<file path="src/hw/rtl/psihdr_pkg.sv">
// Shared constants and the result type for the PSI section header parser.
// No dependencies; imported by psihdr_crc_step and the parser top level.
package psihdr_pkg;

    // MPEG-2 CRC-32: MSB first, no reflection, no final XOR
    localparam logic [31:0] CRC_POLY = 32'h04C1_1DB7;
    localparam logic [31:0] CRC_INIT = 32'hFFFF_FFFF;

    // Bits of header byte one and byte five
    localparam int unsigned SYNTAX_BIT  = 7;
    localparam int unsigned PRIVATE_BIT = 6;
    localparam int unsigned CURNEXT_BIT = 0;

    // Shortest long section total (section_length + 3) not flagged as too short
    localparam logic [12:0] MIN_LONG_TOTAL = 13'd9;
    // Table id byte plus the two bytes that carry section_length
    localparam logic [12:0] LEN_FIELD_BYTES = 13'd3;
    localparam int unsigned HDR_BYTES = 8;

    typedef logic [7:0] byte_t;

    // One parsed section header
    typedef struct packed {
        logic [7:0]  table_id;
        logic        syntax_flag;
        logic        private_flag;
        logic [11:0] section_length;
        logic [15:0] table_id_extension;
        logic [4:0]  version_number;
        logic        current_next;
        logic [7:0]  section_number;
        logic [7:0]  last_section_number;
        logic [31:0] crc_word;
        logic        crc_mismatch;
    } result_t;

endpackage

</file>
<file path="src/hw/rtl/psihdr_crc_step.sv">
// Byte-wide MPEG-2 CRC-32 update: one data byte folded into the running CRC.
// Depends on psihdr_pkg for the polynomial.
module psihdr_crc_step (
    input  logic [31:0] crc_in,
    input  logic [7:0]  data,
    output logic [31:0] crc_out
);
    import psihdr_pkg::*;

    logic [31:0] acc;

    // Shift eight bits through the polynomial divider, MSB first
    always_comb
    begin
        acc = crc_in ^ {data, 24'h0};
        for (int i = 0; i < 8; i++)
        begin
            if (acc[31])
            begin
                acc = {acc[30:0], 1'b0} ^ CRC_POLY;
            end
            else
            begin
                acc = {acc[30:0], 1'b0};
            end
        end
        crc_out = acc;
    end

endmodule

</file>
<file path="src/hw/rtl/psi_section_header_crc_parser_core.sv">
// PSI section header parser with CRC-32 check, top level.
// Depends on psihdr_pkg and psihdr_crc_step.
//
// Takes one section byte per word on the byte channel and gives one result word
// on the result channel when the last byte of a section (section_length + 3
// bytes) has passed. The block takes one byte every cycle while results are
// taken: a byte is captured in an input register, and when it advances a
// single pass of header capture, byte-wide CRC update and length compare
// updates the section state and loads the result register. The result register
// and the input register together hold one pending result and one further byte;
// the byte stream stalls only while a finished result is not taken. A word with
// first_byte set starts a new section and drops one in progress; bytes outside
// a section are ignored.
module psi_section_header_crc_parser_core (
    input  logic        clk,
    input  logic        rst_n,
    // byte channel
    input  logic        byte_valid,
    output logic        byte_ready,
    input  logic [7:0]  data_byte,
    input  logic        first_byte,
    // result channel
    output logic        result_valid,
    input  logic        result_ready,
    output logic [7:0]  table_id,
    output logic        syntax_flag,
    output logic        private_flag,
    output logic [11:0] section_length,
    output logic [15:0] table_id_extension,
    output logic [4:0]  version_number,
    output logic        current_next,
    output logic [7:0]  section_number,
    output logic [7:0]  last_section_number,
    output logic [31:0] crc_word,
    output logic        crc_mismatch
);
    import psihdr_pkg::*;

    // Input register
    logic        in_valid_reg;
    logic [7:0]  in_byte_reg;
    logic        in_first_reg;

    // Section state
    logic        in_sec_reg, in_sec_next;
    logic [12:0] cnt_reg, cnt_next;
    byte_t       hb_reg [HDR_BYTES];
    byte_t       hb_next [HDR_BYTES];
    logic [31:0] crc_reg, crc_next;
    logic [31:0] tail_reg, tail_next;

    // Result register
    logic        out_valid_reg;
    result_t     res_reg, res_next;

    logic        advance;
    logic        emit;
    logic        ins_e;
    logic [12:0] cnt_e;
    logic [31:0] crc_e;
    logic [31:0] crc_upd;
    logic [12:0] total;
    byte_t       b1;
    byte_t       b5;

    // Move the captured byte on when the result slot is free or being taken
    assign advance    = in_valid_reg && (!out_valid_reg || result_ready);
    assign byte_ready = !in_valid_reg || advance;

    psihdr_crc_step u_crc (
        .crc_in  (crc_e),
        .data    (in_byte_reg),
        .crc_out (crc_upd)
    );

    // Section update for the byte in the input register
    always_comb
    begin
        ins_e = in_first_reg || in_sec_reg;
        cnt_e = in_first_reg ? '0 : cnt_reg;
        crc_e = in_first_reg ? CRC_INIT : crc_reg;
        for (int i = 0; i < HDR_BYTES; i++)
        begin
            hb_next[i] = in_first_reg ? '0 : hb_reg[i];
        end
        tail_next   = in_first_reg ? '0 : tail_reg;
        crc_next    = crc_e;
        cnt_next    = cnt_e;
        in_sec_next = ins_e;
        emit        = 1'b0;

        if (ins_e)
        begin
            if (cnt_e < 13'(HDR_BYTES))
            begin
                hb_next[cnt_e[2:0]] = in_byte_reg;
            end
            crc_next  = crc_upd;
            tail_next = {tail_next[23:0], in_byte_reg};
            cnt_next  = cnt_e + 13'd1;
        end

        b1    = hb_next[1];
        b5    = hb_next[5];
        total = {1'b0, b1[3:0], hb_next[2]} + LEN_FIELD_BYTES;

        if (ins_e && cnt_next >= LEN_FIELD_BYTES && cnt_next == total)
        begin
            emit        = 1'b1;
            in_sec_next = 1'b0;
            cnt_next    = '0;
        end

        // Build the result; long-section fields stay zero for short sections
        res_next                = '0;
        res_next.table_id       = hb_next[0];
        res_next.syntax_flag    = b1[SYNTAX_BIT];
        res_next.private_flag   = b1[PRIVATE_BIT];
        res_next.section_length = {b1[3:0], hb_next[2]};
        if (b1[SYNTAX_BIT])
        begin
            res_next.table_id_extension  = {hb_next[3], hb_next[4]};
            res_next.version_number      = b5[5:1];
            res_next.current_next        = b5[CURNEXT_BIT];
            res_next.section_number      = hb_next[6];
            res_next.last_section_number = hb_next[7];
            res_next.crc_word            = tail_next;
            res_next.crc_mismatch        = (crc_next != '0) || (total < MIN_LONG_TOTAL);
        end
    end

    // Hold control state; capture bytes and advance the section
    always_ff @(posedge clk or negedge rst_n)
    begin
        if (!rst_n)
        begin
            in_valid_reg  <= 1'b0;
            in_sec_reg    <= 1'b0;
            cnt_reg       <= '0;
            crc_reg       <= CRC_INIT;
            tail_reg      <= '0;
            out_valid_reg <= 1'b0;
            for (int i = 0; i < HDR_BYTES; i++)
            begin
                hb_reg[i] <= '0;
            end
        end
        else
        begin
            if (byte_ready)
            begin
                in_valid_reg <= byte_valid;
            end
            if (advance)
            begin
                in_sec_reg <= in_sec_next;
                cnt_reg    <= cnt_next;
                crc_reg    <= crc_next;
                tail_reg   <= tail_next;
                for (int i = 0; i < HDR_BYTES; i++)
                begin
                    hb_reg[i] <= hb_next[i];
                end
            end
            if (advance && emit)
            begin
                out_valid_reg <= 1'b1;
            end
            else if (result_ready)
            begin
                out_valid_reg <= 1'b0;
            end
        end
    end

    // Payload registers
    always_ff @(posedge clk)
    begin
        if (byte_ready && byte_valid)
        begin
            in_byte_reg  <= data_byte;
            in_first_reg <= first_byte;
        end
        if (advance && emit)
        begin
            res_reg <= res_next;
        end
    end

    assign result_valid        = out_valid_reg;
    assign table_id            = res_reg.table_id;
    assign syntax_flag         = res_reg.syntax_flag;
    assign private_flag        = res_reg.private_flag;
    assign section_length      = res_reg.section_length;
    assign table_id_extension  = res_reg.table_id_extension;
    assign version_number      = res_reg.version_number;
    assign current_next        = res_reg.current_next;
    assign section_number      = res_reg.section_number;
    assign last_section_number = res_reg.last_section_number;
    assign crc_word            = res_reg.crc_word;
    assign crc_mismatch        = res_reg.crc_mismatch;

    // Once the length field is in, the byte count stays below the section total
    assert property (@(posedge clk) disable iff (!rst_n)
        (in_sec_reg && cnt_reg >= LEN_FIELD_BYTES) |->
        (cnt_reg < ({1'b0, hb_reg[1][3:0], hb_reg[2]} + LEN_FIELD_BYTES)))
    else $error("section byte count passed the section total");

    // A short section never reports a CRC word or a CRC error
    assert property (@(posedge clk) disable iff (!rst_n)
        (out_valid_reg && !res_reg.syntax_flag) |->
        (!res_reg.crc_mismatch && res_reg.crc_word == '0))
    else $error("short section result carries CRC fields");

    // A captured byte is held while the result slot is blocked
    assert property (@(posedge clk) disable iff (!rst_n)
        (in_valid_reg && out_valid_reg && !result_ready) |=> in_valid_reg)
    else $error("captured byte lost while result stalled");

endmodule

</file>
<file path="config.mk">
export PLATFORM = sky130hd
export DESIGN_NAME = psi_section_header_crc_parser_core
export DESIGN_NICKNAME = d
export VERILOG_FILES = /design/src/hw/rtl/psihdr_pkg.sv /design/src/hw/rtl/psihdr_crc_step.sv /design/src/hw/rtl/psi_section_header_crc_parser_core.sv
export SDC_FILE = /design/constraint.sdc
export NUM_CORES = 1
export LEC_CHECK = 0
export ABC_AREA = 1
export ABC_CLOCK_PERIOD_IN_PS = 6250
export BUFFER_PORTS_ARGS = -buffer_cell sky130_fd_sc_hd__buf_4
export CAP_MARGIN = 40
export CORE_UTILIZATION = 55
export DETAILED_ROUTE_END_ITERATION = 8
export PLACE_DENSITY = 0.74
export SYNTH_ARGS = -nofsm -noshare
export SYNTH_HDL_FRONTEND = slang
export SYNTH_SLANG_ARGS = --single-unit
export TNS_END_PERCENT = 1
</file>
<file path="constraint.sdc">
create_clock -name clk -period 6.25 [get_ports clk]
set_input_delay 1.25 -clock clk [delete_from_list [all_inputs] [get_ports clk]]
set_output_delay 1.25 -clock clk [all_outputs]
set_load 0.02 [all_outputs]
</file>
**After elaboration in Yosys (flattened, before gate mapping)**

Cells that the tools add are included.

- Bits in registers: 246
- Input port bits: 13
- Output and inout bits: 95
- Logic and storage cells: 91

- Add/sub/neg operators: 2
- Magnitude comparators: 5
- Equal/unequal tests: 1
- Mux-type cells: 32
- Bitwise operators: 10
- Reduce and logical (&&, ||, !) cells: 14

Operators with widths:

| cell | number |
|---|---|
| $mux W27 | 8 |
| $mux W32 | 4 |
| $mux W64 | 2 |
| $not A14 Y14 | 8 |
| $mux W8 | 9 |
| $bwmux W64 | 1 |
| $mux W13 | 3 |
| $reduce_bool A32 Y1 | 1 |
| $xor A32 B32 Y32 | 1 |
| $lt A13 B4 Y1 const B | 2 |
| $demux W8 S3 | 1 |
| $add A12 B2 Y13 const B | 1 |
| $add A13 B1 Y13 const B | 1 |
| $eq A13 B13 Y1 | 1 |
| $ge A13 B2 Y1 const B | 1 |
| $logic_and A1 B1 Y1 | 6 |
| $ge A4 B4 Y1 const B | 1 |
| $logic_or A1 B1 Y1 | 4 |
| $lt A4 B1 Y1 const B | 1 |
| $mux W1 | 4 |
| $not A3 Y4 | 1 |
| $logic_not A1 Y1 | 2 |
| $reduce_bool A2 Y1 | 1 |

**Depth between registers and ports, before layout**

Gate-level depths: netlist of run 1.

- Depth in word-level cells: 21
- Depth in mapped cells: 23
- Gate-level depth less buffers: 22

**Hierarchy**

Synthesis of run 1 repeated with hierarchy kept, for this count alone.

- Cell total of the unflattened synthesis: 1618
- Area, all modules: 12828.6 µm²

Modules (own cells, without submodules):

| module | instances | cells an instance | area each (µm²) | seq. area each (µm²) |
|---|---|---|---|---|
| psi_section_header_crc_parser_core | 1 | 1385 | 11591.1 | 6606.3 |
| psihdr_crc_step | 1 | 233 | 1237.4 | 0.0 |

**Least setup slack after synthesis of run 1**

Ideal clock, no wire load.

- Kind: register to register
- Start: register in_first_reg
- End: register res_reg (netlist bit crc_mismatch) (enable)
- Setup time: 446 ps
- Arrival: 4154 ps
- Data required time: 5804 ps
- Path slack: 1649 ps
- Stages on the path, launching flop included: 22
- Path buffers: 1
- Clock period less this slack: 4601 ps
- Cells stage by stage: edfxtp_1 > buf_2 > nor2_1 > ha_1 > nand4_1 > nor2_1 > nand2_1 > nand2_1 > nand2_1 > nand2_1 > inv_1 > nand2_1 > nor2_1 > nand2_1 > nand2_1 > nor2_1 > nand2_1 > nor2_1 > nand3_1 > nor2_2 > nand4_1 > inv_1

- Longest elaborated chain between the ends: 14
- Elaborated cells on any way between the ends: 23
- Classes of those cells: add/sub (2); order compare (4); eq/ne (1); mux (10); bitwise (1); reduce/logical (5)

RTL lines:

| item | line | RTL |
|---|---|---|
| from (decl) | psi_section_header_crc_parser_core.sv:42 | `logic in_first_reg;` |
| from (signal assigned) | psi_section_header_crc_parser_core.sv:182 | `in_first_reg <= first_byte;` |
| $mux W13 | psi_section_header_crc_parser_core.sv:80 | `cnt_e = in_first_reg ? '0 : cnt_reg;` |
| $not A3 Y4 (implied by the code) | psi_section_header_crc_parser_core.sv:96 | `hb_next[cnt_e[2:0]] = in_byte_reg;` |
| $ge A4 B4 Y1 (implied by the code) / $lt A4 B1 Y1 (equally long branches) | psi_section_header_crc_parser_core.sv:96 |  |
| $logic_and A1 B1 Y1 (implied by the code) | psi_section_header_crc_parser_core.sv:96 |  |
| $mux W8 (implied by the code) | psi_section_header_crc_parser_core.sv:96 |  |
| $demux W8 S3 | psi_section_header_crc_parser_core.sv:96 |  |
| $bwmux W64 | psi_section_header_crc_parser_core.sv:96 |  |
| $mux W64 | psi_section_header_crc_parser_core.sv:94 | `if (cnt_e < 13'(HDR_BYTES))` |
| $mux W64 | psi_section_header_crc_parser_core.sv:92 | `if (ins_e)` |
| $add A12 B2 Y13 | psi_section_header_crc_parser_core.sv:105 | `total = {1'b0, b1[3:0], hb_next[2]} + LEN_FIELD_BYTES;` |
| $eq A13 B13 Y1 | psi_section_header_crc_parser_core.sv:107 | `if (ins_e && cnt_next >= LEN_FIELD_BYTES && cnt_next == total)` |
| $logic_and A1 B1 Y1 (*) | psi_section_header_crc_parser_core.sv:107 |  |
| $mux W1 (*) | psi_section_header_crc_parser_core.sv:107 |  |
| $logic_and A1 B1 Y1 (*) | psi_section_header_crc_parser_core.sv:184 | `if (advance && emit)` |
| to (signal assigned) | psi_section_header_crc_parser_core.sv:186 | `res_reg <= res_next;` |
| to (decl) | psi_section_header_crc_parser_core.sv:54 | `result_t res_reg, res_next;` |

Mark *: on every way between the ends. The rest lies on a longest branch, timed or not.
A chain may end at the register's enable or synchronous reset.

**Final worst setup path of run 1**

- Start: register in_first_reg
- End: register res_reg (netlist bit version_number[1]) (enable)

The elaborated chain is that of the path after synthesis.

==> results.md, run 1 <==
* done — CTS tree
* 0 — count of final setup violators
* 24 — DRC violations left
* 0 — max-slew violations
* 0 — hold_buf cts
* 1 — number of H-tree levels
* 2.09 mW — switching pwr
* 21900 um — placed wire-length estimate
* 37.1% — proportion of total power due to net switching
* 22000 um^2 — Placeable Area
* 0 — Routed Antenna Nets
* 0 — Hold Fails Final Rpt
* 1527 — Synth Net Count
* 207 MHz — maximum clock rate
* false — setup repair after global routing missed its margin
* 0.0139 ns — setup skew after layout
* 53.3% — sequential share of the synthesized area
* 0 — antenna violations before repair
* 42.5% — worst max-slew margin expressed relative to the limit
* 765 — count of routing violations after the opening detailed-route iteration
* register — crit path capture type
* 152 um — Die Height
* 5.52 — via-per-instance ratio
* 0.862 ns — pin slew with the least headroom to its limit
* 1852 — number of inserted filler cells in the final layout
* 152 um — horizontal die dimension
* 3.54 mW — internal cell power
* 0.53 ns — clock latency on the worst-skew pair
* 0 — max-capacitance violation count
* 107 — count of port buffers added during placement
* 0 ns — setup TNS after final layout
* register to register — Setup Crit Path Kind
* 108 — I/O pin count
* 14300 um^2 — Post-Layout Inst Area
* 0.255 mV — worst supply voltage drop on vdd
* register — crit path launch type
* 39.5% — Reg power frac
* 8.19 um^2 — average size of a mapped cell
* DRC — failing checks
* 23100 um^2 — Die Outline Area
* 6.45 ns — required time of the worst setup path
* 75 — largest net degree at the start of global routing
* 17.0 um — routed wirelength normalized by instance count
* 0 — number of inserted diodes
* 242 — CTS sink cnt
* 56.4% — effective utilization at floorplan
* 242 — synthesis-stage register bit count
* 26 — number of clock buffers inserted by TritonCTS
* 10500 — detailed-route via count
* 28.0% — GRT Resource Usage Total
* 51900 um — wire length of the first global-routing pass
* 1849 — total instance count after detailed placement
* 1611 — Nets
* 3 — Max Root-Sink Buffers
* 1513 — number of standard cells after synthesis
* 0 — count of buffers added by post-CTS timing repair for setup
* 0.940 — gp weighted congestion
* 77.3% — final worst path period share
* 12400 um^2 — netlist area before placement
* 6.70 nW — Leak Pwr
* 4920 um^2 — area of the multi-input gates
* 394 nW/um^2 — cell area power density
* 32200 um — total routed wirelength
* 65.1% — post-layout util
* 0 — warnings from Yosys
* 41 — number of distinct standard cells referenced by the synthesized netlist
* 9864 — vias in the first global route
* sky130_fd_sc_hd__nand2_1 — CP dominant cell by count
* 54 — floorplan row count
* register to register — Hold Crit Class
* 1897 — Post-Layout Cell Count
* 8 — Pre-Repair DR Iteration Count
* 33.3% — Comb power frac
* 3 — Bufs and invs on worst path
* 60 — flip-flop count of the largest register, all copies and words added
* sky130_fd_sc_hd__clkbuf_16 — Clock Root Buffer
* sky130_fd_sc_hd__nor3_2 — library cell contributing the largest single delay on the critical path
* 5.03 ns — WP data arrival
* 15.4% — growth of design area from synthesis to finish
* 0.65 ns — maximum cell stage delay along the critical path
* simple AND/OR/NAND/NOR gates — Largest delay share family, worst path
* 5.63 mW — Final Total Pwr
* finished, violations left — status
* 46 — CP Max Fanout
* 4.83 ns — post-layout minimum cycle time
* 14.5% — ratio of cells with drive above 1 in the final layout
* 0.470 ns — Hold Slack
* 6610 um^2 — Sequential Area
* 1.55 ns — Setup Slack @ Placement
* 1.42 ns — final worst slack
* 0.06 ns — clock transition time at the flip-flop clock pins of the worst setup and hold paths
* inv_2 -> nand2_1 -> nor3_2 -> nand4_2 -> nand2_1 -> nand2_1 -> nand2_1 -> nand2_1 -> nand2_1 -> nand2_1 -> nand2_1 -> nand2_1 -> nor2_1 -> nand3_1 -> nor2_2 -> nand4_1 -> clkinv_2 -> buf_4 — worst path cell trace
* 13400 um^2 — placed inst area
* 0 — cells resized by post-CTS repair
* 0 — GR Overflow Total
* 27.2% — Clock Power Share
[cells in the mapped netlist (all sizes together)]
library cell	instances	area share, %
nand2	500	15
nor2	154	5.0
inv	152	4.6
o21ai	137	5.5
dfrtp	108	22
edfxtp	102	25
nand3	99	4.0
xor2	54	4.0
clkbuf	52	1.6
dfstp	32	6.8
a21oi	23	1.0
nand4	22	1.2
xnor2	21	1.5
buf	17	0.78
o22ai	8	0.40
nor3	7	0.32
nor4	5	0.25
a22oi	4	0.24
clkinv	4	0.12
nand3b	3	0.18
a32o	2	0.16
o31ai	2	0.12
a211oi	1	0.061
a21o	1	0.061
a31oi	1	0.051
ha	1	0.10
or2	1	0.051
[cells in the final DEF, fill, tap and decap left out, types with 3 or more instances in the layout]
master / instances
sky130_fd_sc_hd__nor2_2: 7
sky130_fd_sc_hd__dfrtp_1: 108
sky130_fd_sc_hd__clkinv_1: 6
sky130_fd_sc_hd__a22oi_1: 4
sky130_fd_sc_hd__nand2_1: 493
sky130_fd_sc_hd__o22ai_1: 8
sky130_fd_sc_hd__inv_1: 144
sky130_fd_sc_hd__o21ai_1: 5
sky130_fd_sc_hd__clkinvlp_4: 4
sky130_fd_sc_hd__edfxtp_1: 102
sky130_fd_sc_hd__nand2_2: 7
sky130_fd_sc_hd__dfstp_2: 32
sky130_fd_sc_hd__nand3b_1: 3
sky130_fd_sc_hd__nor2_4: 5
sky130_fd_sc_hd__nor4_1: 5
sky130_fd_sc_hd__xnor2_1: 20
sky130_fd_sc_hd__a21oi_1: 22
sky130_fd_sc_hd__nor3_1: 6
sky130_fd_sc_hd__nor2_1: 142
sky130_fd_sc_hd__o21ai_0: 132
sky130_fd_sc_hd__clkbuf_1: 5
sky130_fd_sc_hd__buf_4: 122
sky130_fd_sc_hd__clkbuf_16: 27
sky130_fd_sc_hd__clkbuf_8: 3
sky130_fd_sc_hd__inv_2: 6
sky130_fd_sc_hd__xor2_1: 51
sky130_fd_sc_hd__nand3_1: 98
sky130_fd_sc_hd__xor2_2: 3
sky130_fd_sc_hd__nand4_1: 21
sky130_fd_sc_hd__clkinv_2: 7
[worst min-delay path, stage by stage (launching register included)]
cell,delay (ns)
sky130_fd_sc_hd__dfstp_2,0.37
sky130_fd_sc_hd__nand2_1,0.05
sky130_fd_sc_hd__nand2_1,0.05
[per-layer routing]
metal	global-route usage (%)	wire [um]	share of wire [%]
met4	7.97	784	2.4
met5	0	0	0
met3	4.68	2610	8.1
met2	44.0	14600	45
met1	40.4	14200	44
[kinds of logic (layout without fill, tap and decap cells)]
| logic type | after synthesis | after routing | synth area share, % |
|---|---|---|---|
| simple gates | 791 | 791 | 26.3 |
| flops | 242 | 242 | 53.3 |
| buf+inv | 225 | 329 | 7.08 |
| compound gates | 179 | 179 | 7.66 |
| xor+xnor | 75 | 75 | 5.54 |
| fa+ha+maj | 1 | 1 | 0.101 |
[final cells by class]
cell class / count / area share, %
clock buffers: 35 / 5.15
clock inverters: 13 / 0.858
inverters: 156 / 4.11
multi-input cells: 1046 / 34.4
flip-flops and latches: 242 / 46.2
well taps: 280 / 2.45
repair buffers: 125 / 6.78
[power by group through the flow]
| stage | combinational (mW) | clock [mW] | sequential (mW) |
|---|---|---|---|
| 2_1_floorplan | 1.34 | 0 | 2.22 |
| 3_3_place_gp | 1.81 | 0 | 2.24 |
| 3_5_place_dp | 1.85 | 0 | 2.25 |
| 4_1_cts | 1.86 | 1.56 | 2.22 |
| 5_1_grt | 2.08 | 1.61 | 2.26 |
| 6_report | 1.87 | 1.53 | 2.22 |
[final timing paths]
path                                   start                end  slack, ns  cells past startpoint
min in group asynchronous              rst_n         in_sec_reg       0.60                      1
worst min register to register   crc_reg[19]        crc_reg[19]       0.47                      2
worst min-delay path             crc_reg[19]        crc_reg[19]       0.47                      2
max in group asynchronous              rst_n         hb_reg[34]       4.60                      2
worst max-delay path            in_first_reg  version_number[1]       1.42                     18
worst max register to register  in_first_reg  version_number[1]       1.42                     18
No activity file was read; power rests on OpenSTA's default activity.
==> run 2, diff against run 1 <==
- ABC_AREA: 1 -> 0
- ABC_CLOCK_PERIOD_IN_PS: 6250 -> 4100
- CORE_UTILIZATION: 55 -> 54
- PLACE_DENSITY: 0.74 -> 0.76
- clock period: 6.25 -> 4.1 ns (I/O delays scaled with it)
==> results.md, run 2 <==
* in_first_reg — Crit. Startpoint
* crc_word[4] — endpoint of the worst-slack reg-to-reg timing path
* 0.06 ns — clock transition time at the flip-flop clock pins of the worst setup and hold paths
* 1638 — Post-Layout Cell Count
* 3.88 ns — post-layout minimum cycle time
* 155 um — horizontal die dimension
* 22700 um^2 — Placeable Area
* sky130_fd_sc_hd__nand2_1, sky130_fd_sc_hd__nor2_1, sky130_fd_sc_hd__dfrtp_1 — most common library cells after synthesis
* 242 — synthesis-stage register bit count
* 0 — count of final setup violators
* 1347 — Nets
* 10.1 um^2 — average size of a mapped cell
* 9436 — vias in the first global route
* 0 — number of inserted diodes
* 809 — count of routing violations after the opening detailed-route iteration
* 51300 um — wire length of the first global-routing pass
* primary input to async pin — Hold Crit Class
* 0.904 ns — pin slew with the least headroom to its limit
* sky130_fd_sc_hd__nand2_1 — leading cell type in the layout, fill and taps excluded
* 0 — max-slew violations
* 4.07 ns — WP data arrival
* 52.6% — sequential share of the synthesized area
* 65 — number of distinct standard cells referenced by the synthesized netlist
* 0.22 ns — flop2flop setup slack
* sky130_fd_sc_hd__nand2_1 — library cell with the highest instance count after synthesis
* register — crit path launch type
* complete, no violations — status
* 155 um — Die Height
* in_first_reg — start of the worst register-to-register path
* sky130_fd_sc_hd__nand2_1, sky130_fd_sc_hd__buf_4, sky130_fd_sc_hd__nor2_1 — most frequent cells in the layout
* 0 — warnings from Yosys
* sky130_fd_sc_hd__edfxtp_1, sky130_fd_sc_hd__dfrtp_1, sky130_fd_sc_hd__dfstp_2, sky130_fd_sc_hd__nand2_1, sky130_fd_sc_hd__xnor2_1 — cells taking the most area after synthesis
* 16.9% — growth of design area from synthesis to finish
* 0.925 — gp weighted congestion
* 12 — depth of the most critical reg-to-reg path
* 55 — floorplan row count
* 43.8% — global-route track usage on met2
* 1253 — Synth Net Count
* 0 — Routed Antenna Nets
* 258 MHz — maximum clock rate
* 1 — number of H-tree levels
* 0 — Hold Fails Final Rpt
* 0.362 mV — worst supply voltage drop on vdd
* 1837 — number of inserted filler cells in the final layout
* 0 — antenna violations before repair
* 4.23% — met3 routing resource usage after global routing
* 26 — number of clock buffers inserted by TritonCTS
* 9594 — detailed-route via count
* sky130_fd_sc_hd__clkbuf_16 — Clock Root Buffer
* 4.29 ns — required time of the worst setup path
* 102 — number of enable flip-flop cells after synthesis
* 20800 um — placed wire-length estimate
* 108 — I/O pin count
* met2 — most congested layer reported by global routing
* 39.5% — worst max-slew margin expressed relative to the limit
* 60 — flip-flop count of the largest register, all copies and words added
* 94.7% — final worst path period share
* 19.4 um — routed wirelength normalized by instance count
* 0 — max-capacitance violation count
* 688 nW/um^2 — cell area power density
* 242 — CTS sink cnt
* crc_word[4] — last element of the critical path
* 0.0112 ns — setup skew after layout
* 1588 — total instance count after detailed placement
* done — CTS tree
* 1239 — number of standard cells after synthesis
* 107 — count of port buffers added during placement
* 10.1 mW — Final Total Pwr
* 20.5% — ratio of cells with drive above 1 in the final layout
* 55.3% — effective utilization at floorplan
* sky130_fd_sc_hd__edfxtp_1 — top cell type by total area after synthesis
* 31800 um — total routed wirelength
* 12600 um^2 — netlist area before placement
* 82 — largest net degree at the start of global routing
* 57.9% — async set-or-reset flop fraction in the synthesized netlist
* 24.4% — post-synth top area share
* register to register — Setup Crit Path Kind
* 23900 um^2 — Die Outline Area
* 3 — Max Root-Sink Buffers
* 0.341 ns — Hold Slack
* sky130_fd_sc_hd__dfrtp_1 — top flip-flop cell by instance count after synthesis
* 5.95 nW — Leak Pwr
* 27.2% — GRT Resource Usage Total
* 0 — GR Overflow Total
* 5.86 — via-per-instance ratio
* 62 — CP Max Fanout
* 0.54 ns — clock latency on the worst-skew pair
* 0 — DRC violations left
* 5 — Pre-Repair DR Iteration Count
* register — crit path capture type
* 38.3% — met1 Usage GRT
* false — setup repair after global routing missed its margin
[run 2: where the power goes]
part           internal [mW]  switching (mW)  total, mW
Combinational           1.71            2.33       4.04
Sequential              3.23           0.475       3.71
Clock                   1.39           0.965       2.36
[run 2: area by class of cell]
cell class | instances | area (um^2) | share of cell area, %
Clock buffer | 37 | 783 | 5.34
Inverter | 18 | 71.3 | 0.486
Tap cell | 285 | 357 | 2.43
Multi-Input combinational cell | 888 | 5550 | 37.8
Clock inverter | 11 | 90.1 | 0.614
Timing Repair Buffer | 157 | 1220 | 8.32
Sequential cell | 242 | 6610 | 45.0
[run 2: how the worst min path moves through the flow]
stage	from	endpoint	slack, ns	depth (start not counted)
CTS	rst_n	hb_reg[32]	0.36	1
detailed placement	hb_reg[56]	hb_reg[56]	0.45	2
global route	rst_n	hb_reg[32]	0.40	1
global placement	hb_reg[56]	hb_reg[56]	0.45	2
floorplan	hb_reg[63]	hb_reg[63]	0.44	2
finish	rst_n	hb_reg[32]	0.34	1
[run 2: critical path, stage by stage (launching register included)]
cell                         delay [ns]
sky130_fd_sc_hd__edfxtp_1          0.50
sky130_fd_sc_hd__buf_12            0.32
sky130_fd_sc_hd__buf_4             0.45
sky130_fd_sc_hd__nand2b_1          0.29
sky130_fd_sc_hd__nor4_2            0.06
sky130_fd_sc_hd__buf_4             0.18
sky130_fd_sc_hd__a21oi_1           0.20
sky130_fd_sc_hd__a21oi_1           0.09
sky130_fd_sc_hd__mux2_2            0.27
sky130_fd_sc_hd__nor4_1            0.31
sky130_fd_sc_hd__nand4_1           0.24
sky130_fd_sc_hd__clkinvlp_4        0.17
sky130_fd_sc_hd__buf_6             0.36
[run 2: per-layer routing]
layer,vias up,wire length [um]
li1,4507,-
met3,67,2430
met4,0,800
met5,-,0
met1,4640,13700
met2,380,14900
[run 2: cell families (layout without fill, tap and decap cells)]
| family | after synthesis | count (layout) | share of synthesized area, % |
|---|---|---|---|
| flip-flops | 242 | 242 | 52.6 |
| multiplexers | 41 | 41 | 3.41 |
| buffers and inverters | 109 | 223 | 3.59 |
| AO/OA/AOI/OAI | 249 | 249 | 12.3 |
| adder cells (fa/ha/maj) | 1 | 1 | 0.0996 |
| XOR/XNOR | 106 | 106 | 8.91 |
| AND/OR/NAND/NOR | 491 | 491 | 19.2 |
[run 2: repair_timing]
action | CTS | global route
gates resized for setup | 0 | 1
endpoints found under the hold margin | 0 | 0
setup endpoints to repair | 0 | 82
hold buffers | 0 | 0
setup buffers | 0 | 2
[run 2: per-stage QoR]
step	setup TNS [ns]	setup slack [ns]	utilization (%)	area, um^2
after floorplan	-85.18	-0.916	-	12600
after global placement	0	0.282	60.6	13800
after detailed placement	0	0.202	60.7	13800
after CTS	0	0.0956	64.6	14700
after global routing	0	0.0486	64.6	14700
final	0	0.219	64.6	14700
==> run 3, diff against run 2 <==
- CELL_PAD_IN_SITES_DETAIL_PLACEMENT: not set -> 1
- CELL_PAD_IN_SITES_GLOBAL_PLACEMENT: not set -> 1
- CORE_UTILIZATION: 54 -> 43
- PLACE_DENSITY: 0.76 -> not set
- PLACE_DENSITY_LB_ADDON: not set -> 0.1
- RECOVER_POWER: not set -> 100
==> results.md, run 3 (same netlist as run 2, synthesis figures left out) <==
* finished, violations left — status
* capacitance limit, slew limit — failing checks
* 92.8% — final worst path period share
* 0 — number of inserted diodes
* 50.5% — post-layout util
* sky130_fd_sc_hd__clkbuf_16 — Clock Root Buffer
* 36100 um — total routed wirelength
* register to register — Setup Crit Path Kind
* 105 — max-slew violations
* 38.2% — proportion of total power due to net switching
* 58000 um — wire length of the first global-routing pass
* 0 — cells resized by post-CTS repair
* 62 — floorplan row count
* 14500 um^2 — Post-Layout Inst Area
* 3.81 ns — post-layout minimum cycle time
* 0 — GR Overflow Total
* -28.7% — worst max-slew margin expressed relative to the limit
* 5.59 — via-per-instance ratio
* 0.00671 ns — setup skew after layout
* 5.62 nW — Leak Pwr
* 10100 — vias in the first global route
* 3 — max-capacitance violation count
* 1700 — total instance count after detailed placement
* 36.1% — Reg power frac
* 3 — Max Root-Sink Buffers
* 716 — count of routing violations after the opening detailed-route iteration
* 40.0% — Comb power frac
* 56 — CP Max Fanout
* 107 — count of port buffers added during placement
* register to register — Hold Crit Class
* 0.342 mV — worst supply voltage drop on vdd
* 9782 — detailed-route via count
* 1360 — Nets
* 1 — number of H-tree levels
* 242 — CTS sink cnt
* 1.93 ns — pin slew with the least headroom to its limit
* 0.54 ns — clock latency on the worst-skew pair
* 709 nW/um^2 — cell area power density
* 0 — antenna violations before repair
* 24.4% — GRT Resource Usage Total
* 0.901 — gp weighted congestion
* sky130_fd_sc_hd__clkbuf_2 — library cell contributing the largest single delay on the critical path
* 0.471 ns — Hold Slack
* 0.06 ns — clock transition time at the flip-flop clock pins of the worst setup and hold paths
* 60 — flip-flop count of the largest register, all copies and words added
* done — CTS tree
* 29900 um^2 — Die Outline Area
* sky130_fd_sc_hd__nand2_1, sky130_fd_sc_hd__nor2_1, sky130_fd_sc_hd__clkbuf_1 — most frequent cells in the layout
* 3.92 mW — switching pwr
* 4.31 ns — required time of the worst setup path
* 28700 um^2 — Placeable Area
* 0 — count of final setup violators
* 24500 um — placed wire-length estimate
* 263 MHz — maximum clock rate
* 27 — number of clock buffers inserted by TritonCTS
* register — crit path launch type
* 15.4% — growth of design area from synthesis to finish
* 0.61 ns — maximum cell stage delay along the critical path
* 0 — DRC violations left
* buf_12 -> clkbuf_2 -> nor2_1 -> mux2i_1 -> xnor2_1 -> or3_1 -> nor4_1 -> nand4_1 -> clkinvlp_4 -> buf_12 — worst path cell trace
* 10.3 mW — Final Total Pwr
* 70 — largest net degree at the start of global routing
* 0 — Routed Antenna Nets
* register — crit path capture type
* 0 — count of buffers added by post-CTS timing repair for setup
* false — setup repair after global routing missed its margin
* 173 um — Die Height
* 12.2% — ratio of cells with drive above 1 in the final layout
* 5 — Pre-Repair DR Iteration Count
* 14000 um^2 — placed inst area
* 0 — hold_buf cts
* sky130_fd_sc_hd__buf_12 — CP dominant cell by count
* 43.8% — effective utilization at floorplan
* 0 — Hold Fails Final Rpt
* 24.0% — Clock Power Share
* 20.7 um — routed wirelength normalized by instance count
* 173 um — horizontal die dimension
* 4.01 ns — WP data arrival
* sky130_fd_sc_hd__nand2_1 — leading cell type in the layout, fill and taps excluded
* 108 — I/O pin count
* 1750 — Post-Layout Cell Count
* 6.35 mW — internal cell power
run 3: changes by cell type in the layout (fill, tap and decap cells not counted), sizes merged:
cell / previous run / this run
buf: 157 / 44
clkbuf: 37 / 154
bufinv: 1 / 4
clkinv: 9 / 14
clkinvlp: 3 / 4
run 3: final cells by class:
| cell class | count | area, um^2 |
|---|---|---|
| Timing Repair Buffer | 169 | 896 |
| Fill cell | 3252 | 14200 |
| Multi-Input combinational cell | 888 | 5540 |
| Inverter | 18 | 71.3 |
| Tap cell | 384 | 480 |
| Sequential cell | 242 | 6610 |
| Clock inverter | 20 | 204 |
| Clock buffer | 29 | 693 |
run 3: final timing paths:
check                               endpoint  depth (start not counted)    startpoint  slack (ns)
worst min-delay path              hb_reg[58]                          2    hb_reg[58]        0.47
worst max-delay path            crc_word[22]                         10  in_first_reg        0.29
min in group asynchronous         hb_reg[26]                          1         rst_n        0.81
worst min register to register    hb_reg[58]                          2    hb_reg[58]        0.47
max in group asynchronous       tail_reg[16]                          2         rst_n        1.13
worst max register to register  crc_word[22]                         10  in_first_reg        0.29
run 3: power by group through the flow:
stage / combinational, mW / sequential, mW / clock, mW
floorplan: 2.90 / 3.68 / 0
global placement: 4.11 / 3.73 / 0
detailed placement: 4.20 / 3.75 / 0
CTS: 4.25 / 3.71 / 2.51
global route: 4.49 / 3.77 / 2.60
finish: 4.10 / 3.70 / 2.46
run 3: metal layers:
layer / GRT usage, % / vias up / part of all wire [%]
li1: - / 4543 / -
met1: 35.0 / 4923 / 47
met2: 39.0 / 257 / 46
met3: 3.12 / 59 / 4.4
met4: 6.45 / 0 / 2.3
met5: 0 / - / 0
run 3: worst max-delay path, delay by kind of cell (launching register included):
kind	cells	cell delay (ns)
XOR/XNOR	1	0.12
AND/OR/NAND/NOR	4	1.11
multiplexers	1	0.30
buffers and inverters	4	1.33
flip-flops	1	0.53
run 3: through the flow:
stage | setup slack [ns] | setup TNS [ns]
6_report | 0.295 | 0
5_1_grt | 0.0189 | 0
4_1_cts | 0.306 | 0
3_5_place_dp | 0.331 | 0
3_3_place_gp | 0.492 | 0
2_1_floorplan | -0.916 | -85.18
